**src/rtl/core/n2a_pkg.sv**
```systemverilog
// ----------------------------------------------------------------------------
// n2a_pkg: shared types and constants for number_to_ascii_digits
// Beat structs for both channels, mode codes, character codes and the
// control group that drives the row of BCD cells.
// ----------------------------------------------------------------------------
package n2a_pkg;

    // Mode codes
    localparam logic [1:0] FUNC_UDEC = 2'd0;
    localparam logic [1:0] FUNC_SDEC = 2'd1;
    localparam logic [1:0] FUNC_HEX  = 2'd2;
    localparam logic [1:0] FUNC_BIN  = 2'd3;

    // Number width and length of the BCD cell row
    localparam int NUM_BITS = 32;
    localparam int N_DIGITS = 10;

    // Digit count limits per radix
    localparam logic [5:0] MAX_DEC = 6'd10;
    localparam logic [5:0] MAX_HEX = 6'd8;
    localparam logic [5:0] MAX_BIN = 6'd32;

    // Character codes
    localparam logic [6:0] CHAR_ZERO  = 7'h30;
    localparam logic [6:0] CHAR_UPPER = 7'h41;
    localparam logic [6:0] CHAR_PLUS  = 7'h2B;
    localparam logic [6:0] CHAR_MINUS = 7'h2D;

    typedef struct packed {
        logic [1:0]  func;
        logic [31:0] number;
        logic [5:0]  digit_count;
        logic [2:0]  text_line;
        logic [4:0]  start_column;
    } t_in_beat;

    typedef struct packed {
        logic [2:0] out_line;
        logic [5:0] out_column;
        logic [6:0] char_code;
        logic       last;
    } t_out_beat;

    // Control shared by all BCD cells
    typedef struct packed {
        logic clear;
        logic shift;
    } t_cell_ctrl;

endpackage

```
**src/rtl/core/n2a_bcd_cell.sv**
```systemverilog
// ----------------------------------------------------------------------------
// n2a_bcd_cell: one decimal digit of the shift-add-3 converter
// Holds a BCD digit; each shift cycle it corrects the digit (add 3 when
// five or more), shifts in the carry from the lower neighbor and passes
// its top bit to the upper neighbor.
// ----------------------------------------------------------------------------
module n2a_bcd_cell (
    input  logic                i_clk,
    input  logic                i_rst_n,
    input  n2a_pkg::t_cell_ctrl i_ctrl,
    input  logic                i_carry,
    output logic                o_carry,
    output logic [3:0]          o_digit
);

    logic [3:0] r_digit;
    logic [3:0] n_digit;
    logic [3:0] w_adj;

    // Correct the digit before it doubles
    assign w_adj   = (r_digit >= 4'd5) ? (r_digit + 4'd3) : r_digit;
    assign o_carry = w_adj[3];
    assign o_digit = r_digit;

    // Clear on a new number, shift while converting, else hold
    always_comb begin
        n_digit = r_digit;
        if (i_ctrl.clear) begin
            n_digit = 4'd0;
        end else if (i_ctrl.shift) begin
            n_digit = {w_adj[2:0], i_carry};
        end
    end

    always_ff @(posedge i_clk) begin
        if (!i_rst_n) begin
            r_digit <= 4'd0;
        end else begin
            r_digit <= n_digit;
        end
    end

endmodule

```
**src/rtl/core/number_to_ascii_digits.sv**
```systemverilog
// ----------------------------------------------------------------------------
// number_to_ascii_digits: 32-bit number to a run of placed ASCII characters
// Unsigned/signed decimal, uppercase hex or binary; digits most significant
// first, zero-padded or cut to digit_count, one output beat per character.
//
//   channel | dir | handshake             | payload
//   in      | in  | i_in_valid/o_in_stall | i_in_beat  (n2a_pkg::t_in_beat)
//   out     | out | o_out_valid/i_out_stall | o_out_beat (n2a_pkg::t_out_beat)
//
// One number at a time. Decimal modes run the value through a row of ten
// BCD cells, one bit a cycle, then emit the characters (count, plus one
// for the sign). Hex and binary go straight to output. Input is taken
// again once the last character is in the output register. Reset is
// synchronous; output stalls hold the character register and pause emission.
// ----------------------------------------------------------------------------
module number_to_ascii_digits (
    input  logic                i_clk,
    input  logic                i_rst_n,
    input  logic                i_in_valid,
    input  n2a_pkg::t_in_beat   i_in_beat,
    output logic                o_in_stall,
    output logic                o_out_valid,
    output n2a_pkg::t_out_beat  o_out_beat,
    input  logic                i_out_stall
);

    typedef enum logic [1:0] {
        S_IDLE,
        S_CONV,
        S_EMIT
    } t_state;

    t_state             r_state;
    logic [1:0]         r_func;
    logic [31:0]        r_num;
    logic               r_sign_pend;
    logic               r_neg;
    logic [2:0]         r_line;
    logic [5:0]         r_col;
    logic [4:0]         r_pos;
    logic [4:0]         r_cnt;
    logic               r_out_valid;
    n2a_pkg::t_out_beat r_out;

    logic                   w_accept;
    logic                   w_load;
    logic [31:0]            w_mag;
    logic [5:0]             w_maxd;
    logic [5:0]             w_count;
    logic [3:0]             w_nib;
    logic [6:0]             w_char;
    n2a_pkg::t_cell_ctrl    w_ctrl;
    logic [3:0]             w_digit [0:n2a_pkg::N_DIGITS-1];
    logic                   w_carry [0:n2a_pkg::N_DIGITS-2];

    assign w_accept   = i_in_valid && (r_state == S_IDLE);
    assign o_in_stall = (r_state != S_IDLE);
    assign w_load     = !r_out_valid || !i_out_stall;

    // Magnitude for signed mode; the most negative value maps onto itself
    assign w_mag = ((i_in_beat.func == n2a_pkg::FUNC_SDEC) && i_in_beat.number[31]) ?
                   (32'd0 - i_in_beat.number) : i_in_beat.number;

    // Clamp the digit count to the radix limit, lift zero to one
    always_comb begin
        case (i_in_beat.func)
            n2a_pkg::FUNC_HEX: w_maxd = n2a_pkg::MAX_HEX;
            n2a_pkg::FUNC_BIN: w_maxd = n2a_pkg::MAX_BIN;
            default:           w_maxd = n2a_pkg::MAX_DEC;
        endcase
        w_count = (i_in_beat.digit_count == 6'd0) ? 6'd1 : i_in_beat.digit_count;
        if (w_count > w_maxd) begin
            w_count = w_maxd;
        end
    end

    // Row of BCD cells, fed from the top bit of the shifting number
    assign w_ctrl.clear = w_accept;
    assign w_ctrl.shift = (r_state == S_CONV);

    for (genvar k = 0; k < n2a_pkg::N_DIGITS; k++) begin : g_cell
        if (k == 0) begin : g_first
            n2a_bcd_cell u_cell (
                .i_clk   (i_clk),
                .i_rst_n (i_rst_n),
                .i_ctrl  (w_ctrl),
                .i_carry (r_num[31]),
                .o_carry (w_carry[k]),
                .o_digit (w_digit[k])
            );
        end else if (k == n2a_pkg::N_DIGITS - 1) begin : g_top
            n2a_bcd_cell u_cell (
                .i_clk   (i_clk),
                .i_rst_n (i_rst_n),
                .i_ctrl  (w_ctrl),
                .i_carry (w_carry[k-1]),
                .o_carry (),
                .o_digit (w_digit[k])
            );
        end else begin : g_mid
            n2a_bcd_cell u_cell (
                .i_clk   (i_clk),
                .i_rst_n (i_rst_n),
                .i_ctrl  (w_ctrl),
                .i_carry (w_carry[k-1]),
                .o_carry (w_carry[k]),
                .o_digit (w_digit[k])
            );
        end
    end

    // Pick the character for the digit at the current position
    assign w_nib = 4'(r_num >> {r_pos[2:0], 2'b00});

    always_comb begin
        case (r_func)
            n2a_pkg::FUNC_HEX: begin
                w_char = (w_nib < 4'd10) ? (n2a_pkg::CHAR_ZERO + 7'(w_nib)) :
                         (n2a_pkg::CHAR_UPPER + 7'(w_nib - 4'd10));
            end
            n2a_pkg::FUNC_BIN: w_char = n2a_pkg::CHAR_ZERO + 7'(r_num[r_pos]);
            default:           w_char = n2a_pkg::CHAR_ZERO + 7'(w_digit[r_pos[3:0]]);
        endcase
    end

    // Sequencer and output register
    always_ff @(posedge i_clk) begin
        if (!i_rst_n) begin
            r_state     <= S_IDLE;
            r_out_valid <= 1'b0;
            r_sign_pend <= 1'b0;
            r_cnt       <= 5'd0;
        end else begin
            // Drop a taken beat when nothing new is loaded
            if (w_load && (r_state != S_EMIT)) begin
                r_out_valid <= 1'b0;
            end
            case (r_state)
                S_IDLE: begin
                    if (w_accept) begin
                        r_func      <= i_in_beat.func;
                        r_num       <= w_mag;
                        r_neg       <= i_in_beat.number[31];
                        r_sign_pend <= (i_in_beat.func == n2a_pkg::FUNC_SDEC);
                        r_line      <= i_in_beat.text_line;
                        r_col       <= {1'b0, i_in_beat.start_column};
                        r_pos       <= 5'(w_count - 6'd1);
                        r_cnt       <= 5'd0;
                        if (i_in_beat.func == n2a_pkg::FUNC_HEX ||
                            i_in_beat.func == n2a_pkg::FUNC_BIN) begin
                            r_state <= S_EMIT;
                        end else begin
                            r_state <= S_CONV;
                        end
                    end
                end
                S_CONV: begin
                    // Advance one bit into the cell row
                    r_num <= {r_num[30:0], 1'b0};
                    r_cnt <= r_cnt + 5'd1;
                    if (r_cnt == 5'(n2a_pkg::NUM_BITS - 1)) begin
                        r_state <= S_EMIT;
                    end
                end
                S_EMIT: begin
                    if (w_load) begin
                        r_out_valid         <= 1'b1;
                        r_out.out_line      <= r_line;
                        r_out.out_column    <= r_col;
                        r_col               <= r_col + 6'd1;
                        if (r_sign_pend) begin
                            r_sign_pend     <= 1'b0;
                            r_out.char_code <= r_neg ? n2a_pkg::CHAR_MINUS :
                                                       n2a_pkg::CHAR_PLUS;
                            r_out.last      <= 1'b0;
                        end else begin
                            r_out.char_code <= w_char;
                            r_out.last      <= (r_pos == 5'd0);
                            r_pos           <= r_pos - 5'd1;
                            if (r_pos == 5'd0) begin
                                r_state <= S_IDLE;
                            end
                        end
                    end
                end
                default: r_state <= S_IDLE;
            endcase
        end
    end

    assign o_out_valid = r_out_valid;
    assign o_out_beat  = r_out;

endmodule

```
**config.mk**
```make
export PLATFORM = sky130hd
export DESIGN_NAME = number_to_ascii_digits
export DESIGN_NICKNAME = d
export VERILOG_FILES = /design/src/rtl/core/n2a_pkg.sv /design/src/rtl/core/n2a_bcd_cell.sv /design/src/rtl/core/number_to_ascii_digits.sv
export SDC_FILE = /design/constraint.sdc
export NUM_CORES = 1
export LEC_CHECK = 0
export BUFFER_PORTS_ARGS = -buffer_cell sky130_fd_sc_hd__buf_2
export CAP_MARGIN = 20
export CORE_MARGIN = 3
export CORE_UTILIZATION = 28
export CTS_BUF_LIST = sky130_fd_sc_hd__clkbuf_4 sky130_fd_sc_hd__clkbuf_8 sky130_fd_sc_hd__clkbuf_16
export CTS_CLUSTER_DIAMETER = 120
export DETAILED_ROUTE_END_ITERATION = 6
export GPL_ROUTABILITY_DRIVEN = 0
export PLACE_DENSITY = 0.52
export SLEW_MARGIN = 20
export SYNTH_ARGS = -nofsm -noshare
export SYNTH_HDL_FRONTEND = slang
export SYNTH_SLANG_ARGS = --single-unit
```
**constraint.sdc**
```tcl
create_clock -name i_clk -period 3.2 [get_ports i_clk]
set_input_delay 0 -clock i_clk [delete_from_list [all_inputs] [get_ports i_clk]]
set_output_delay 0 -clock i_clk [all_outputs]
set_load 0.005 [all_outputs]
```
==> run summary <==
• 56 — synth unique cells
• flip-flop to flip-flop — Crit Path Class
• 328 ps — setup slack of the critical path after layout
• 24,700 µm² — area of the core
• 21.4% — area added between synthesis and finish
• 166 µm — height of the chip
• 0 — number of remaining DRC errors
• 115 — flip-flop and latch count after synthesis
• 0 — residual antenna-violating net count after detailed routing
• 954 — Layout Nets
• 17,900 µm — Total Routed Length
• 2870 ps — Min Clock Period, post-route
• 0 — share of async-settable or async-resettable flops after synthesis
• 500 nW/µm² — PD cells
• 166 µm — die extent in x
• 5 — number of iterations in the first detailed-routing pass
• 0.414 — fraction of the yosys area taken by sequential cells
• 4 — number of levels the H-tree was split into
• 0 — number of max-cap violations
• 60 ps — clock input transition at the sequential cells of the worst setup and hold paths
• 5,559 — via count of the first global-routing pass
• 66 — number of synthesized flops with an enable pin
• 7.11 ps — Fin Clk Skew
• 12,900 µm — detailed placer's ending HPWL
• 0.130 — GRT Resource Usage Total
• 71 — number of placed I/O pins
• 348 MHz — maximum operating frequency
• 29,400 µm — global-route wire length before repair
• no — setup repair after global routing missed its margin
• 75 — pin count of the biggest net entering global routing
• 2,509 — number of inserted filler cells in the final layout
• 115 — number of sinks handled by clock tree synthesis
• 0.162 — fraction of layout cells with a size suffix above 1
• yes — clock tree from TritonCTS
• 0 — total setup buffers inserted after CTS
• 261 ps — worst-case setup slack after placement
• 3370 ps — Worst EP required
• 0.289 — Starting Density
• 0 — global route overflow
• sky130_fd_sc_hd__edfxtp_1 — largest area contributor in the synthesized netlist
• 57 — # rows
• 5,750 — number of vias in the routed layout
• 787 — number of standard cells after synthesis
• 27,500 µm² — overall die area
• 0 — antenna violations before repair
• 3040 ps — Worst Path Arrival
• primary input to flip-flop — Min-Delay Path Class
• sky130_fd_sc_hd__edfxtp_1 28%, sky130_fd_sc_hd__dfxtp_1 14%, sky130_fd_sc_hd__nand2_1 6.1%, sky130_fd_sc_hd__a21oi_1 5.5%, sky130_fd_sc_hd__ha_1 5.4% — cell types occupying the most area after synthesis
• complete, no violations — status
• 2 — maximum root-to-sink buffer count
• flip-flop — nature of the critical path endpoint
• 2960 µm² — sequential standard cell area
• flip-flop — Startpoint Class
• 870 — Net Count, Synth
• 0 — synth warn
• 0.277 — proportion of netlist area held by the largest area contributor
• 4.76 — Via-to-Cell Ratio
• 440 — violation count after the first detailed-routing iteration
• 0 — number of inserted diodes
• 17 — number of buffers inserted during clock tree synthesis
• 3830 µm² — area taken by multi-input logic gates
• 0.897 — final period utilization
• 349 µV — Peak supply drop
• sky130_fd_sc_hd__clkbuf_16 — root buffer cell
• 9.10 µm² — average cell area after synthesis
• 0 — Hold Fails Final Rpt
• 3.17 nW — leakage power figure
• sky130_fd_sc_hd__edfxtp_1 — dominant synthesized flop cell
• 857 ps — transition time at the pin with the least slew margin
• 0 — max-slew violation count
• 7160 µm² — total standard cell area after synthesis
• 14.9 µm — routed len/inst
• 420 ps — insertion delay of the later-clocked pin in the worst-skew pair
• 0 ps — Setup TNS
• 17.5 ps — post-route worst hold slack
• 0 — final number of setup-violating endpoints
• 24 — Max FO, Critical Path
• 70 — Buffers on Ports
• 0.423 — normalized max-slew margin
## layer usage
| metal | vias up | part of all wire | GRT usage |
|---|---|---|---|
| met5 | - | 0 | 0 |
| met4 | 0 | 0.010 | 0.0380 |
| met3 | 10 | 0.048 | 0.0281 |
| met2 | 139 | 0.43 | 0.191 |
| met1 | 2654 | 0.52 | 0.192 |
| li1 | 2947 | - | - |
## Yosys cell counts, types with 9 or more instances
cell                         n
sky130_fd_sc_hd__a21oi_1    79
sky130_fd_sc_hd__a31oi_1     9
sky130_fd_sc_hd__clkbuf_1   32
sky130_fd_sc_hd__dfxtp_1    49
sky130_fd_sc_hd__edfxtp_1   66
sky130_fd_sc_hd__ha_1       31
sky130_fd_sc_hd__inv_1      41
sky130_fd_sc_hd__mux2i_1    12
sky130_fd_sc_hd__mux4_2     15
sky130_fd_sc_hd__nand2_1   117
sky130_fd_sc_hd__nand2b_1   18
sky130_fd_sc_hd__nand3_1    21
sky130_fd_sc_hd__nor2_1     56
sky130_fd_sc_hd__nor2b_1    10
sky130_fd_sc_hd__nor3_1     18
sky130_fd_sc_hd__o21ai_0    71
sky130_fd_sc_hd__xnor2_1    35
sky130_fd_sc_hd__xor2_1     26
## final cells by class
type,count,area share
clock buffers,18,0.0498
flip-flops and latches,115,0.341
well taps,324,0.0467
repair buffers,107,0.0825
inverters,41,0.0177
multi-input cells,589,0.441
clock inverters,14,0.0215
## logic make-up after synthesis
logic type | Yosys count | synth area share
xor gates and xnor gates | 61 | 0.0746
buffers and inverters | 83 | 0.0523
adders and majority gates | 31 | 0.0542
muxes | 33 | 0.0776
DFF | 115 | 0.414
and+or+nand+nor | 268 | 0.174
AOI/OAI and AO/OA | 196 | 0.154
## critical path, stage by stage, from the launching register on
cell,delay (ps)
sky130_fd_sc_hd__edfxtp_1,510
sky130_fd_sc_hd__buf_6,290
sky130_fd_sc_hd__nand2_1,120
sky130_fd_sc_hd__a31oi_1,220
sky130_fd_sc_hd__nand3_1,190
sky130_fd_sc_hd__ha_1,270
sky130_fd_sc_hd__inv_1,60
sky130_fd_sc_hd__ha_1,260
sky130_fd_sc_hd__inv_1,100
sky130_fd_sc_hd__xnor2_1,130
sky130_fd_sc_hd__o21ai_0,140
sky130_fd_sc_hd__a31oi_1,60
sky130_fd_sc_hd__a211o_1,260
## state kept, by name, indices dropped and copies added, names as in the netlist, named ones only
register / count
r_num: 32
r_sign_pend: 1
r_cnt: 5
r_col: 6
r_state: 2
r_neg: 1
r_pos: 5
o_out_beat: 17
r_line: 3
r_func: 2
g_cell.g_mid.u_cell.o_digit: 32
g_cell.g_top.u_cell.o_digit: 4
g_cell.g_first.u_cell.o_digit: 4
## placed cells by master, fill, tap and decap left out, drive strengths merged, types with 3 or more instances in the layout
master,Yosys,final
a2111oi,3,3
a211o,3,3
a21oi,79,79
a22oi,8,8
a31oi,9,9
and2,5,5
and2b,3,3
and3,4,4
buf,8,83
bufinv,0,4
clkbuf,34,18
clkinv,0,6
clkinvlp,0,3
dfxtp,49,49
dlygate4sd3,0,24
edfxtp,66,66
ha,31,31
inv,41,42
mux2,4,4
mux2i,12,12
mux4,17,17
nand2,117,117
nand2b,18,18
nand3,21,21
nor2,56,56
nor2b,10,10
nor3,19,19
nor3b,3,3
nor4,4,4
o21ai,74,74
o31ai,4,4
o41ai,4,4
xnor2,35,35
xor2,26,26
## what timing repair did
action                     CTS  global route
hold endpoints to repair    29             0
hold buffers                24             0
gates resized for setup      0             1
setup endpoints to repair    0             1
## path summary, 6_finish.rpt
path	start	to	slack [ps]	cells past startpoint
setup reg to reg	r_pos[0]$_DFFE_PP_	o_out_beat[1]$_SDFFCE_PP1P_	330	12
hold reg to reg	r_line[1]$_DFFE_PP_	o_out_beat[15]$_DFFE_PP_	420	0
setup / recovery	r_pos[0]$_DFFE_PP_	o_out_beat[1]$_SDFFCE_PP1P_	330	12
hold / removal	i_in_beat[18]	r_num[4]$_DFFE_PP_	20	3
## power by group
part           switching [mW]  leakage [nW]  internal, mW
sequential             0.0678          1.00          1.65
combinational           0.347          1.88         0.274
clock                   0.693         0.295          1.30
## through the flow
stage          power (mW)  std cells  utilization  instance area, µm²
2_1_floorplan        2.16        787            -                7160
3_3_place_gp         2.35       1152        0.316                7830
3_5_place_dp         2.35       1152        0.316                7830
4_1_cts              4.39       1208        0.351                8690
5_1_grt              4.54       1208        0.351                8690
6_report             4.34       1208        0.351                8690
Power figures use the tool's default switching activity.
